### config.mk
export PLATFORM = sky130hd
export DESIGN_NAME = cfs_regs
export DESIGN_NICKNAME = d
export VERILOG_FILES = /design/src/cfs_pkg.sv /design/src/cfs_regs.sv
export SDC_FILE = /design/constraint.sdc
export NUM_CORES = 1
export LEC_CHECK = 0
export BUFFER_PORTS_ARGS = -buffer_cell sky130_fd_sc_hd__buf_2
export CAP_MARGIN = 25
export CORE_UTILIZATION = 31
export DETAILED_ROUTE_END_ITERATION = 7
export PLACE_DENSITY = 0.75
export SKIP_CTS_REPAIR_TIMING = 1
export SLEW_MARGIN = 10
export SYNTH_ARGS = -nofsm -noshare
export SYNTH_HDL_FRONTEND = slang
export SYNTH_SLANG_ARGS = --single-unit
### constraint.sdc
create_clock -name clk_i -period 0.9 [get_ports clk_i]
set_input_delay 0.09 -clock clk_i [delete_from_list [all_inputs] [get_ports clk_i]]
set_output_delay 0.09 -clock clk_i [all_outputs]
set_load 0.02 [all_outputs]
### src/cfs_pkg.sv
// shared types and constants of the case folding substring search
package cfs_pkg;

  // one fold table has one entry per byte value
  localparam int TABLE_SIZE = 'h100;
  // both fold tables share one memory, the table select is the top address bit
  localparam int FOLD_DEPTH = 2 * TABLE_SIZE;
  localparam int FOLD_AW    = $clog2(FOLD_DEPTH);

  typedef enum logic [1:0] {
    CMD_TEXT      = 2'd0,
    CMD_PATTERN   = 2'd1,
    CMD_FULL_FOLD = 2'd2,
    CMD_CASE_FOLD = 2'd3
  } cmd_e;

  localparam logic [1:0] MODE_FULL  = 2'd0;
  localparam logic [1:0] MODE_CASE  = 2'd1;
  localparam logic [1:0] MODE_EXACT = 2'd2;

  localparam int APB_AW = 4;
  localparam logic [1:0] REG_MATCH_MODE     = 2'd0;
  localparam logic [1:0] REG_PATTERN_LENGTH = 2'd1;
  localparam logic [1:0] REG_REPORT_ALL     = 2'd2;

  localparam logic KIND_MATCH   = 1'b0;
  localparam logic KIND_SUMMARY = 1'b1;

  localparam int OUTQ_DEPTH = 4;
  localparam int OUTQ_AW    = $clog2(OUTQ_DEPTH);
  localparam int OUTQ_CW    = $clog2(OUTQ_DEPTH + 1);

  typedef struct packed {
    logic [1:0] match_mode;
    logic [6:0] pattern_length;
    logic       report_all;
  } cfg_t;

  typedef struct packed {
    cmd_e       cmd;
    logic [7:0] slot;
    logic [7:0] byte_value;
    logic       end_of_text;
  } item_t;

  // text byte leaving the compare stage
  typedef struct packed {
    logic valid;
    logic eot;
  } text_step_t;

  // all results of one text byte
  typedef struct packed {
    logic        has_match;
    logic [31:0] match_pos;
    logic        has_sum;
    logic [31:0] sum_pos;
    logic        sum_found;
  } res_entry_t;

endpackage

### src/cfs_regs.sv
// apb configuration registers
module cfs_regs (
  input  logic                      clk_i,
  input  logic                      rst_ni,
  input  logic                      psel,
  input  logic                      penable,
  input  logic                      pwrite,
  input  logic [cfs_pkg::APB_AW-1:0] paddr,
  input  logic [31:0]               pwdata,
  output logic [31:0]               prdata,
  output logic                      pready,
  output cfs_pkg::cfg_t             cfg_o,
  output logic                      len_wr_o
);

  cfs_pkg::cfg_t cfg_q, cfg_d;
  logic          wr_en;
  logic [1:0]    reg_idx;

  assign pready  = 1'b1;
  assign wr_en   = psel && penable && pwrite;
  assign reg_idx = paddr[3:2];
  assign cfg_o   = cfg_q;

  always_comb begin
    cfg_d    = cfg_q;
    len_wr_o = 1'b0;
    if (wr_en) begin
      unique case (reg_idx)
        cfs_pkg::REG_MATCH_MODE:     cfg_d.match_mode = pwdata[1:0];
        cfs_pkg::REG_PATTERN_LENGTH: begin
          cfg_d.pattern_length = pwdata[6:0];
          len_wr_o             = 1'b1;
        end
        cfs_pkg::REG_REPORT_ALL:     cfg_d.report_all = pwdata[0];
        default: ;
      endcase
    end
  end

  always_comb begin
    unique case (reg_idx)
      cfs_pkg::REG_MATCH_MODE:     prdata = 32'(cfg_q.match_mode);
      cfs_pkg::REG_PATTERN_LENGTH: prdata = 32'(cfg_q.pattern_length);
      cfs_pkg::REG_REPORT_ALL:     prdata = 32'(cfg_q.report_all);
      default:                     prdata = '0;
    endcase
  end

  always_ff @(posedge clk_i or negedge rst_ni) begin
    if (!rst_ni) begin
      cfg_q.match_mode     <= cfs_pkg::MODE_EXACT;
      cfg_q.pattern_length <= '0;
      cfg_q.report_all     <= 1'b0;
    end else begin
      cfg_q <= cfg_d;
    end
  end

endmodule

; ---- Yosys cells after proc, flatten, opt, wreduce, memory -nomap -nowiden
; Cells that the tools add are included.
[word_totals]
ff_bits = 10
output_inout_bits = 44
elab_cells = 14
in_bits = 41
[op_classes]
reduce_logical = 6
muxes = 3
n_eq_ne = 2
[op_table]
columns = op, count
row1 = $pmux W7 S3, 1
row2 = $reduce_and A2 Y1, 3
row3 = $eq A2 B1 Y1 const B, 1
row4 = $eq A2 B2 Y1 const B, 1
row5 = $logic_and A1 B1 Y1, 2
row6 = $logic_not A2 Y1, 1
row7 = $mux W1, 2

; ---- Longest topological paths before layout
[depth]
word_depth = 3
depth_mapped = 3
depth_no_buf = 3

; ---- Worst setup path before layout
; OpenSTA, ideal clock, no wires.
[synth_timing]
path_type = input-to-reg
start = in pwrite
end = reg cfg_q, in the netlist cfg_o[1]
slack_ns = -0.322
setup_time_ns = 0.125
arrival_time_ns = 1.097
n_path_buf = 0
required_ns = 0.775
stages = 3
cell_sequence = nand3_1 > nor3b_4 > mux2_2
[synth_between]
elab_chain_cells = 2
[synth_lines]
columns = item, line
row1 = from (decl), cfs_regs.sv:7  ; input logic pwrite,
row2 = $logic_and A1 B1 Y1, cfs_regs.sv:21  ; assign wr_en = psel && penable && pwrite;
row3 = $reduce_and A2 Y1 (no line), n/a
row4 = to (signal assigned), cfs_regs.sv:56  ; cfg_q <= cfg_d;
row5 = to (decl), cfs_regs.sv:16  ; cfs_pkg::cfg_t cfg_q, cfg_d;
; No other way between the ends.
; A chain may end at the register's enable or synchronous reset.

; ---- Worst setup path in the final report
[layout_timing]
start = reg cfg_q, in the netlist cfg_o[9]
end = out prdata[1]
[layout_between]
elab_chain_cells = 1
[layout_lines]
columns = item, line
row1 = $pmux W7 S3, cfs_regs.sv:42  ; unique case (reg_idx)
row2 = to (decl), cfs_regs.sv:10  ; output logic [31:0] prdata,
; No other way between the ends.

==> flow_summary_export.csv <==
group,metric,value,unit
synthesis,syn-cell-area,682,sq um
floorplan,start_util,0.337,
cells_and_area,seq_area,251,sq um
pwr,power_density,1740,nW/um^2
clock_network,clock_latency,250,ps
sta,timing.final.crit_share,1.30,
global_route,grt_pass1_wl,2.09,mm
placement,io_buffers,31,
global_route,track_usage,0.115,
detailed_routing,top_layer,"met3",
cells_and_area,design_area,1140,sq um
sta,hold_viol,0,
detailed_routing,met3_length,103,um
cells_and_area,fin_nets,155,
clock_network,clockBufferDepth,2,
synthesis,synth_ff_type,"dfrtp_1",
clock_network,clockRootBuffer,"clkbuf_4",
sta,fin_tns_setup,-1580,ps
floorplan,die_area,2390,sq um
pwr,vdd_ir_drop_max,1090,uV
detailed_routing,drtAntennaViolNets,0,
detailed_routing,drt-met1-wl,594,um
clock_network,htreeDepth,1,
setup_path,critical_path_class,"flip-flop to output pin",
global_route,grt_max_degree,11,
cells_and_area,largest_reg_flops,10,
clock_network,clock-sinks,10,
floorplan,die_x,48.9,um
detailed_routing,finalWirelength,1.49,mm
floorplan,core,2020,sq um
setup_path,worst-path-max-fanout,2,
status,violations,"setup timing",
setup_path,worstSetupStartpointType,"flip-flop",
cells_and_area,multiInputGateArea,385,sq um
clock_network,cts_tree,"done",
synthesis,synthMostInstantiatedCell,"buf_4",
cells_and_area,drive_gt1_frac,0.628,
pwr,power.static_leakage,0.596,nW
sta,slew_viol_final,0,
synthesis,synthCells,64,
cells_and_area,n_fill_cell,176,
synthesis,synthTopCellsByArea,"dfrtp_1 (33%), buf_4 (29%), mux2_2 (9.9%)",
synthesis,yosys_warnings,0,
status,status,"finished, violations left",
setup_path,critPathCaptureType,"output pin",
sta,max_freq,852,MHz
setup_path,arrival,1080,ps
sta,rsz0062_at_grt,"true",
detailed_routing,drt_iter0_markers,3,
synthesis,yosysUniqueCellTypes,17,
synthesis,async_reset_ff_frac,1.00,
synthesis,synth.avg_cell_area,10.7,sq um
sta,period_needed,1170,ps
placement,place_area,856,sq um
placement,dp_hpwl,1.05,mm
clock_network,cts_made_buffers,3,
synthesis,synth_top_cell_by_area,"dfrtp_1",
synthesis,synth_edf_count,0,
floorplan,dieHeight,48.9,um
cells_and_area,finalNonFillerCells,140,
flow_run,maxCapViolations,0,
detailed_routing,dr.pass1.iters,2,
sta,finalSetupViolCount,20,
floorplan,io_pins,85,
global_route,antenna_found_initial,0,
detailed_routing,vias_per_cell,3.91,
cells_and_area,n_antenna_cell,0,
placement,dpl.cell_count,124,
synthesis,synth_common_cells,"buf_4 (26), dfrtp_1 (9), mux2_2 (6)",
cells_and_area,area_delta_synth_final,66.8,%
min_path,hp-class,"primary input to flip-flop",
detailed_routing,wire_per_inst,10.6,um
sta,worst_slack,-274,ps
global_route,grt-ovfl-total,0,
clock_network,path_clk_slew,70,ps
detailed_routing,wl_met2,790,um
synthesis,synth.top_cell.area_share,0.330,
global_route,first_global_vias,448,
cells_and_area,final_core_util,0.563,
detailed_routing,route.detailed.drc,0,
detailed_routing,vias,547,
synthesis,synth_seq_cells,10,
sta,clock_skew,0,ps
placement,place.gp.congestion,0.688,
setup_path,cp.required,810,ps
synthesis,ys_seq_area_frac,0.369,
floorplan,num_rows,16,
-- critical path, cell delays in order (launching register included) --
cell,delay [ps]
dfstp_2,530
mux2i_1,70
nor2_2,100
buf_6,120
-- layer usage --
metal	track usage	vias to the layer above
li1	-	257
met1	0.128	257
met2	0.197	33
met3	0.0374	0
met4	0.0588	0
met5	0	-
-- path summary, 6_finish.rpt --
path | to | startpoint | cells after the start | slack (ps)
worst max-delay path | prdata[1] | cfg_o[9]$_DFFE_PN1P_ | 3 | -270
worst min-delay path | cfg_o[4]$_DFFE_PN0P_ | pwdata[3] | 2 | 50
worst max register to register | cfg_o[5]$_DFFE_PN0P_ | cfg_o[5]$_DFFE_PN0P_ | 2 | -30
worst min register to register | cfg_o[8]$_DFFE_PN0P_ | cfg_o[8]$_DFFE_PN0P_ | 1 | 550
max in group asynchronous | cfg_o[9]$_DFFE_PN1P_ | rst_ni | 2 | 420
min in group asynchronous | cfg_o[5]$_DFFE_PN0P_ | rst_ni | 2 | 220
-- cells in the final DEF (no fill, tap or decap) --
cell type	Yosys	routed
and2_4	0	5
buf_12	0	2
buf_2	1	12
buf_4	26	12
buf_6	0	20
buf_8	0	1
clkbuf_1	0	1
clkbuf_4	0	3
conb_1	2	26
dfrtp_1	9	9
dfstp_2	1	1
dlygate4sd3_1	0	1
mux2_2	6	3
mux2_4	0	7
mux2i_1	2	2
nand3_4	0	1
nand3b_1	1	1
nor2_2	0	1
nor2b_4	0	1
nor3_1	1	1
nor3b_1	1	1
nor3b_4	1	1
o21ai_2	0	1
-- where the power goes --
part,internal [mW],switching [mW],total (mW)
clock,0.171,0.153,0.324
combinational,0.543,0.469,1.01
sequential,0.562,0.0818,0.644
-- through the flow --
stage,setup slack [ps],hold slack (ps),power [mW]
4_1_cts,-327,-329,1.68
6_report,-274,51.5,1.98
2_1_floorplan,-291,-206,1.20
3_3_place_gp,-187,-41.7,1.34
3_5_place_dp,-214,-36.3,1.35
5_1_grt,-334,45.2,2.10
-- cell families after synthesis --
family	count (synthesis)	synth area share
multiplexers	12	0.194
flip-flops	10	0.369
other	2	0.0110
buffers and inverters	27	0.294
AO/OA/AOI/OAI	1	0.00733
AND/OR/NAND/NOR	12	0.125
-- cell type report --
cell class	instances	area share
clock buffers	4	0.0231
multi-input cells	51	0.339
well taps	27	0.0297
repair buffers	48	0.387
flip-flops and latches	10	0.221
Power figures use the tool's default switching activity.
