### src/cfs_pkg.sv
// shared types and constants of the case folding substring search
package cfs_pkg;

  // one fold table has one entry per byte value
  localparam int TABLE_SIZE = 'h100;
  // both fold tables share one memory, the table select is the top address bit
  localparam int FOLD_DEPTH = 2 * TABLE_SIZE;
  localparam int FOLD_AW    = $clog2(FOLD_DEPTH);

  typedef enum logic [1:0] {
    CMD_TEXT      = 2'd0,
    CMD_PATTERN   = 2'd1,
    CMD_FULL_FOLD = 2'd2,
    CMD_CASE_FOLD = 2'd3
  } cmd_e;

  localparam logic [1:0] MODE_FULL  = 2'd0;
  localparam logic [1:0] MODE_CASE  = 2'd1;
  localparam logic [1:0] MODE_EXACT = 2'd2;

  localparam int APB_AW = 4;
  localparam logic [1:0] REG_MATCH_MODE     = 2'd0;
  localparam logic [1:0] REG_PATTERN_LENGTH = 2'd1;
  localparam logic [1:0] REG_REPORT_ALL     = 2'd2;

  localparam logic KIND_MATCH   = 1'b0;
  localparam logic KIND_SUMMARY = 1'b1;

  localparam int OUTQ_DEPTH = 4;
  localparam int OUTQ_AW    = $clog2(OUTQ_DEPTH);
  localparam int OUTQ_CW    = $clog2(OUTQ_DEPTH + 1);

  typedef struct packed {
    logic [1:0] match_mode;
    logic [6:0] pattern_length;
    logic       report_all;
  } cfg_t;

  typedef struct packed {
    cmd_e       cmd;
    logic [7:0] slot;
    logic [7:0] byte_value;
    logic       end_of_text;
  } item_t;

  // text byte leaving the compare stage
  typedef struct packed {
    logic valid;
    logic eot;
  } text_step_t;

  // all results of one text byte
  typedef struct packed {
    logic        has_match;
    logic [31:0] match_pos;
    logic        has_sum;
    logic [31:0] sum_pos;
    logic        sum_found;
  } res_entry_t;

endpackage

### src/cfs_track.sv
// per-text match tracking: overlap hold, position counter, first match
module cfs_track #(
  parameter int MAX_PATTERN   = 64,
  parameter int POSITION_BITS = 32
) (
  input  logic                             clk_i,
  input  logic                             rst_ni,
  input  logic [$clog2(MAX_PATTERN+1)-1:0] len_i,
  input  logic                             report_all_i,
  input  cfs_pkg::text_step_t              step_i,
  input  logic [MAX_PATTERN-1:0]           eq_i,
  output logic                             push_o,
  output cfs_pkg::res_entry_t              entry_o
);

  localparam int LW = $clog2(MAX_PATTERN + 1);

  logic [POSITION_BITS-1:0] idx_q, start, len_p;
  logic [LW-1:0]            hold_q;
  logic                     seen_q;
  logic [31:0]              first_q, start32;
  logic                     hold_zero, cond, hit;

  assign len_p     = POSITION_BITS'(len_i);
  assign hold_zero = (hold_q == '0);
  assign cond      = hold_zero && (len_i != '0) && (idx_q >= len_p - POSITION_BITS'(1))
                     && (report_all_i || !seen_q);
  assign hit       = step_i.valid && cond && (&eq_i);
  assign start     = idx_q - (len_p - POSITION_BITS'(1));
  assign start32   = 32'(start);

  always_comb begin
    entry_o.has_match = hit;
    entry_o.match_pos = start32;
    entry_o.has_sum   = step_i.eot;
    entry_o.sum_found = seen_q || hit;
    if (seen_q) begin
      entry_o.sum_pos = first_q;
    end else if (hit) begin
      entry_o.sum_pos = start32;
    end else begin
      entry_o.sum_pos = '0;
    end
  end

  assign push_o = step_i.valid && (hit || step_i.eot);

  always_ff @(posedge clk_i or negedge rst_ni) begin
    if (!rst_ni) begin
      idx_q   <= '0;
      hold_q  <= '0;
      seen_q  <= 1'b0;
      first_q <= '0;
    end else if (step_i.valid) begin
      if (step_i.eot) begin
        idx_q   <= '0;
        hold_q  <= '0;
        seen_q  <= 1'b0;
        first_q <= '0;
      end else begin
        if (!hold_zero) begin
          hold_q <= hold_q - LW'(1);
        end else if (hit) begin
          hold_q <= len_i - LW'(1);
        end
        if (hit && !seen_q) begin
          seen_q  <= 1'b1;
          first_q <= start32;
        end
        if (idx_q != '1) begin
          idx_q <= idx_q + POSITION_BITS'(1);
        end
      end
    end
  end

endmodule

### config.mk
export PLATFORM = sky130hd
export DESIGN_NAME = cfs_track
export DESIGN_NICKNAME = d
export VERILOG_FILES = /design/src/cfs_pkg.sv /design/src/cfs_track.sv
export SDC_FILE = /design/constraint.sdc
export NUM_CORES = 1
export LEC_CHECK = 0
export BUFFER_PORTS_ARGS = -buffer_cell sky130_fd_sc_hd__buf_2
export CELL_PAD_IN_SITES_DETAIL_PLACEMENT = 1
export CELL_PAD_IN_SITES_GLOBAL_PLACEMENT = 2
export CORE_ASPECT_RATIO = 1.5
export CORE_MARGIN = 10
export CORE_UTILIZATION = 31
export CTS_CLUSTER_DIAMETER = 30
export DETAILED_ROUTE_END_ITERATION = 12
export PLACE_DENSITY = 0.76
export SLEW_MARGIN = 15
export SYNTH_ARGS = -nofsm -noshare
export SYNTH_HDL_FRONTEND = slang
export SYNTH_SLANG_ARGS = --single-unit
export TNS_END_PERCENT = 20
### constraint.sdc
create_clock -name clk_i -period 5.6 [get_ports clk_i]
set_clock_uncertainty 0.2 [all_clocks]
set_input_delay 0.56 -clock clk_i [delete_from_list [all_inputs] [get_ports clk_i]]
set_output_delay 0.56 -clock clk_i [all_outputs]
set_load 0.02 [all_outputs]
Word-level counts from Yosys, hierarchy flattened
Index checks and enable logic that the tools add are counted.
{"block": "totals", "regBits": 72, "in_bits": 76, "out_inout_bits": 68}
{"block": "classes", "addsub": 5, "n_lt_le_gt_ge": 1, "eq_ne": 2, "muxes": 11, "reduce_logical": 19}
{"operator": "32-bit two-way mux", "n": 6}
{"operator": "64-bit AND reduction", "n": 1}
{"operator": "32-bit by 1-bit adder with 32-bit output, second input constant", "n": 1}
{"operator": "32-bit >= comparator", "n": 1}
{"operator": "32-bit != test, second input constant", "n": 1}
{"operator": "32-bit subtractor", "n": 1}
{"operator": "7-bit two-way mux", "n": 3}
{"operator": "7-bit by 1-bit subtractor with 7-bit output, second input constant", "n": 2}
{"operator": "7-bit by 1-bit subtractor with 8-bit output, second input constant", "n": 1}
{"operator": "1-bit logical AND", "n": 7}
{"operator": "7-bit zero test", "n": 1}
{"operator": "7-bit nonzero test", "n": 1}
{"operator": "2-bit AND reduction", "n": 3}
{"operator": "2-bit nonzero test", "n": 2}
{"operator": "1-bit logical OR", "n": 3}
{"operator": "3-bit by 2-bit != test with 1-bit output, second input constant", "n": 1}
{"operator": "1-bit two-way mux", "n": 2}
{"operator": "1-bit zero test", "n": 1}

Logic depth before layout (Yosys ltp)
Gate-level depths: netlist (run 1).
{"block": "logic_depth", "ltp_word": 9, "depth_mapped": 16, "mapped_depth_nobuf": 14}

Worst setup path before layout (run 1)
No wires, ideal clock.
{"block": "synth_path", "path_type": "in2out", "from": "in len_i[4]", "to": "out entry_o[21] in the netlist's numbering", "t_arrival_ps": 4453, "t_required_ps": 4840, "setup_slack_ps": 387, "cell_stages": 13, "path_buffers": 3, "path_cell_list": "clkbuf_1 nor3_1 nand4_1 ha_1 nand2_1 nor4_4 nand3_1 a31oi_1 nor3_1 or4_1 buf_2 buf_2 o31ai_1"}
{"element": "start, declared", "line_no": "cfs_track.sv:8", "text": "input logic [$clog2(MAX_PATTERN+1)-1:0] len_i,"}
{"element": "end, declared", "line_no": "cfs_track.sv:13", "text": "output cfs_pkg::res_entry_t entry_o"}

==> results of run 1 <==
==> power groups by stage <==
stage          combinational [mW]  sequential (mW)  clock, mW
6_report                    0.575            0.621      0.671
5_1_grt                     0.643            0.630      0.707
4_1_cts                     0.583            0.621      0.686
3_5_place_dp                0.579            0.630          0
3_3_place_gp                0.581            0.629          0
2_1_floorplan               0.391            0.616          0
==> critical path, stage by stage <==
cell and delay, ns:
buf_2 0.13, nor2_1 0.31, nand4_1 0.14, buf_4 0.25
ha_1 0.48, nand4_1 0.20, nor3_1 0.26, a31o_2 0.23
nand2_2 0.09, o31ai_1 0.71, mux2i_1 0.25, nor2_1 0.13
o31ai_1 0.33, buf_2 0.23
==> timing repair <==
item	in CTS	in global routing
hold endpoints to repair	29	0
buffers inserted	0	0
gates resized for setup	0	0
hold buffers	1	0
==> cell usage in the layout, fill, tap and decap left out, types with 4 or more instances in the layout <==
cell,instances
and4_1,5
buf_4,10
and3_1,11
nand3_1,22
a211oi_1,4
a21oi_1,43
buf_2,142
nand4_1,25
nor2_1,55
nand2b_1,6
a21o_1,18
a22o_1,7
nor2b_1,7
and2_1,11
inv_1,48
xor2_1,25
ha_1,38
o31ai_1,50
mux2i_1,4
or3_1,7
clkbuf_16,9
nand3b_1,4
nor3_1,15
o21ai_0,45
dfrtp_1,71
xnor2_1,20
nand2_1,109
o211ai_1,8
a31oi_1,9
a31o_2,8
nor4_1,5
==> layer usage <==
layer / routed length (µm) / global-route usage, % / vias up
li1: - / - / 3023
met1: 8920 / 18.0 / 2981
met2: 12500 / 34.2 / 115
met3: 900 / 3.49 / 27
met4: 552 / 5.92 / 0
met5: 0 / 0 / -
==> registers in the layout (all words and copies together) (netlist names) <==
signal and flops:
seen_q 1, first_q 32, idx_q 32, hold_q 7
==> through the flow <==
step / instances / worst slack, ns
global route: 1154 / 0.177
floorplan: 764 / 0.387
detailed placement: 1138 / 0.471
CTS: 1154 / 0.461
global placement: 1138 / 0.517
finish: 1154 / 0.516
==> kinds of logic (layout without fill, tap and decap cells) <==
logic type | after synthesis | after routing | share of synthesized area, %
adder cells (fa/ha/maj) | 39 | 39 | 8.17
AO/OA/AOI/OAI | 226 | 226 | 25.3
multiplexers | 4 | 4 | 0.660
AND/OR/NAND/NOR | 294 | 294 | 24.0
XOR/XNOR | 45 | 45 | 6.49
buffers and inverters | 84 | 218 | 5.65
flip-flops | 72 | 72 | 29.7
==> cell type report <==
type / count / area (µm²) / area share (%)
clock buffers: 10 / 229 / 3.11
clock inverters: 5 / 106 / 1.44
inverters: 50 / 188 / 2.55
multi-input cells: 608 / 3930 / 53.3
flip-flops and latches: 72 / 1800 / 24.5
well taps: 256 / 320 / 4.34
repair buffers: 153 / 796 / 10.8
==> worst max-delay path by stage <==
stage / startpoint / end / slack (ns) / depth (start not counted)
2_1_floorplan: len_i[4] / entry_o[21] / 0.39 / 13
3_3_place_gp: len_i[3] / entry_o[30] / 0.52 / 14
3_5_place_dp: len_i[3] / entry_o[30] / 0.47 / 14
4_1_cts: len_i[3] / entry_o[30] / 0.46 / 14
5_1_grt: len_i[3] / entry_o[23] / 0.18 / 15
6_report: len_i[3] / entry_o[30] / 0.52 / 14
==> metrics.yaml, run 1 <==
status: "finished, final reports clean"
ys_types: 63
p_clk_share_pct: 35.9
final_cell_area_um2: 7370
path_clk_slew_ns: 0.06
crit_path_max_fanout: 27
tns_ns: 0
rsz0062_at_grt: "false"
irDropWorstVdd_mv: 0.178
hold_end: "first_q[3]$_DFFE_PN0P_"
hp-start: "first_q[3]$_DFFE_PN0P_"
syn_avg_cell_area_um2: 7.94
period_needed_ns: 5.08
post_route_cells_drive_above_1_share_pct: 21.3
grtUsageTotal_pct: 17.6
setup_viol: 0
die_width_um: 134
required_ns: 4.84
drtIter0Drc: 244
post-synth-top-area-cell: "dfrtp_1"
grt_pass1_vias: 6529
place.detailed.hpwl_mm: 18.3
slew_headroom_pct: 46.1
die_area_um2: 25700
synthArstFlopShare_pct: 100
syn2layout_area_growth_pct: 21.5
rows: 62
leakagePower_nw: 3.53
power_density_nw_per_um2: 253
yosysMostFrequentCell: "nand2_1"
ys_seq_area_share_pct: 29.7
via_per_inst: 5.33
power.total_mw: 1.87
share_comb_of_total_power_pct: 30.8
routedWlPerCell_um: 19.8
synthTopCellsByArea: "dfrtp_1, ha_1, nand2_1"
synthFlopType: "dfrtp_1"
port_buffers: 143
core_um2: 19200
ioPinCount: 144
ant_nets: 0
cts_made_buffers: 9
root_buffer: "clkbuf_16"
p_int_mw: 1.22
grt_antenna_before_repair: 0
critPathKind: "in -> out"
drt_pass1_iterations: 4
synth_top_area_share_pct: 29.7
reg2reg_from: "idx_q[0]$_DFFE_PN0P_"
max_freq_ghz: 0.197
power.switching_mw: 0.652
finalCritPeriodShare_pct: 90.8
min_path_cells: 2
nFillCells: 2432
drc: 0
hp-class: "reg -> reg"
r2r_cells: 12
diodes: 0
layout.nets: 1009
drt-total-wl_mm: 22.8
clk_path_buf_depth: 2
hold_violations: 0
drv_slew: 0
grt_overflow: 0
p_sw_share_pct: 34.9
gp_congestion: 0.880
arrival_ns: 4.32
htree_levels: 3
cap_violations: 0
start_util_pct: 31.5
worstSkewPairLatency_ns: 0.35
synth_edf_count: 0
syn-num-nets: 879
cts_tree: "built"
grt_first_pass_wirelength_mm: 36.1
fin_util_pct: 38.3
die_y_um: 191
worst_pin_slew_ns: 0.802
vias: 6146
startpoint_type: "input pin"
ys.warnings.count: 0
clkSinkCount: 72
synth_area_um2: 6070
share_seq_of_total_power_pct: 33.3
syn_inst: 764
reg2reg_slack_ns: 1.91
ys_ff_latch: 72
synth_common_cells: "nand2_1, dfrtp_1, nor2_1"
crit_path_end_kind: "output pin"
fin_hold_ws_ns: 0.278
grt_max_degree: 58
r2r_end: "first_q[11]$_DFFE_PN0P_"
dpl-instance-area_um2: 7030
No activity file was read; power rests on OpenSTA's default activity.
==> inputs of run 2 (changes only) <==
- BUFFER_PORTS_ARGS: -buffer_cell sky130_fd_sc_hd__buf_2 -> -buffer_cell sky130_fd_sc_hd__clkbuf_2
==> metrics.yaml, run 2 (same netlist as run 1, synthesis figures left out) <==
status: "finished, final reports clean"
root_buffer: "clkbuf_16"
clkSinkCount: 72  # unchanged
grt_first_pass_wirelength_mm: 36.9  # +2.4%
crit_chain: "clkbuf_2 > nor3_1 > nand4_1 > buf_4 > ha_1 > nand4_1 > nor3_1 > a31o_2 > nand2_2 > o31ai_1 > mux2i_1 > nor2_1 > o31ai_1 > clkbuf_2"
core_um2: 19200  # unchanged
period_needed_ns: 5.14  # +0.0571 ns
hp-class: "reg -> reg"
rows: 62  # unchanged
clk_path_buf_depth: 2  # unchanged
via_per_inst: 5.42  # +1.8%
drc: 0  # unchanged
critPathKind: "in -> out"
drtIter0Drc: 197  # -19%
max_freq_ghz: 0.195  # -1.1%
die_y_um: 191  # unchanged
grt_pass1_vias: 6872  # +5.3%
layout_commonest_cell: "clkbuf_2"
cts_setup_buffers: 0  # unchanged
arrival_ns: 4.38  # +0.06 ns
multiInputGateArea_um2: 3940  # about the same
worstSkewPairLatency_ns: 0.35  # about the same
reg.largest.list: "first_q x32, idx_q x32, hold_q x7"
drt_pass1_iterations: 4  # unchanged
place.detailed.hpwl_mm: 18.4  # +0.82%
critPathMaxStageDelay_ns: 0.68  # -0.03 ns
grtUsageTotal_pct: 17.9  # +0.37 points
critPathTopFamily: "simple AND/OR/NAND/NOR gates"
tns_ns: 0  # unchanged
grt_overflow: 0  # unchanged
ioPinCount: 144  # unchanged
finalCritPeriodShare_pct: 91.8  # +1.0 points
cap_violations: 0  # unchanged
crit_path_end_kind: "output pin"
drt-total-wl_mm: 23.1  # +1.1%
grt_antenna_before_repair: 0  # unchanged
layout.nets: 1010  # +0.099%
setup_viol: 0  # unchanged
cts_made_buffers: 9  # unchanged
drv_slew: 0  # unchanged
ant_nets: 0  # unchanged
start_util_pct: 31.5  # unchanged
rsz0062_at_grt: "false"
hold_violations: 0  # unchanged
power_density_nw_per_um2: 251  # -0.73%
post_route_cells_drive_above_1_share_pct: 21.6  # +0.29 points
grt_max_degree: 58  # unchanged
crit_path_max_fanout: 27  # unchanged
port_buffers: 143  # unchanged
die_area_um2: 25700  # unchanged
worst_pin_slew_ns: 0.767  # -0.0341 ns
register_area_um2: 1800  # unchanged
irDropWorstVdd_mv: 0.114  # -36%
gp_congestion: 0.867  # -1.5%
required_ns: 4.84  # about the same
diodes: 0  # unchanged
slew_headroom_pct: 48.4  # +2.3 points
startpoint_type: "input pin"
leakagePower_nw: 3.57  # +0.99%
die_width_um: 134  # unchanged
nFillCells: 2404  # -1.2%
routedWlPerCell_um: 20.0  # +0.95%
path_clk_slew_ns: 0.06  # about the same
mostFrequentLayoutCells: "clkbuf_2, nand2_1, dfrtp_1, nor2_1, o31ai_1"
vias: 6267  # +2.0%
fin_hold_ws_ns: 0.277  # -0.000516 ns
critPathBufInv: 3  # unchanged
htree_levels: 3  # unchanged
cts_tree: "built"
slowest_stage: "o31ai_1"
syn2layout_area_growth_pct: 21.5  # about the same
-- run 2: repair_timing --
item | in CTS | in global routing
setup endpoints to repair | 0 | 5
resized for setup | 0 | 1
hold endpoints to repair | 32 | 0
hold buffers | 1 | 0
-- run 2: worst paths after layout --
kind | from | endpoint | slack (ns) | depth (start not counted)
hold / removal | first_q[3]$_DFFE_PN0P_ | first_q[3]$_DFFE_PN0P_ | 0.28 | 2
setup reg to reg | idx_q[0]$_DFFE_PN0P_ | first_q[24]$_DFFE_PN0P_ | 1.95 | 12
max in group asynchronous | rst_ni | seen_q$_DFFE_PN0P_ | 3.72 | 3
hold reg to reg | first_q[3]$_DFFE_PN0P_ | first_q[3]$_DFFE_PN0P_ | 0.28 | 2
setup / recovery | len_i[4] | entry_o[30] | 0.46 | 14
min in group asynchronous | rst_ni | idx_q[4]$_DFFE_PN0P_ | 0.52 | 2
-- run 2: area by class of cell --
class	instances	area share, %
Multi-Input combinational cell	608	53.4
Sequential cell	72	24.5
Timing Repair Buffer	154	10.9
Tap cell	256	4.35
Clock buffer	11	3.29
Inverter	50	2.55
Clock inverter	5	1.07
-- run 2: routing by layer --
metal | share of wire [%] | wire, µm | up-vias | track usage [%]
li1 | - | - | 3032 | -
met1 | 38 | 8840 | 3041 | 18.6
met2 | 53 | 12300 | 156 | 33.6
met3 | 4.8 | 1100 | 38 | 3.49
met4 | 3.5 | 814 | 0 | 8.40
met5 | 0 | 0 | - | 0
-- run 2: worst reg2reg max path, stage by stage, from the launching register on --
cell and delay [ns]:
dfrtp_1 0.47, inv_1 0.07, ha_1 0.24, fa_1 0.42, nor2b_1 0.20, o31a_1 0.17, o21ai_1 0.12, a211oi_1 0.24
nor3_1 0.14, nor4_4 0.43, a21oi_4 0.19, buf_4 0.33, o31ai_1 0.32
-- run 2: metrics by stage --
stage                     area, µm²  setup WS, ns  std cells  power (mW)  util [%]
final                          7370         0.459       1156        1.85      38.3
after global routing           7370         0.207       1156        1.96      38.3
after CTS                      7370         0.335       1156        1.87      38.3
after detailed placement       7040         0.383       1139        1.22      36.6
after global placement         7040         0.412       1139        1.22      36.6
after floorplan                6070         0.387        764        1.01         -
-- run 2: power by group --
part | internal (mW) | leakage, nW | switching (mW)
combinational | 0.205 | 2.45 | 0.377
sequential | 0.576 | 0.961 | 0.0486
clock | 0.403 | 0.160 | 0.243
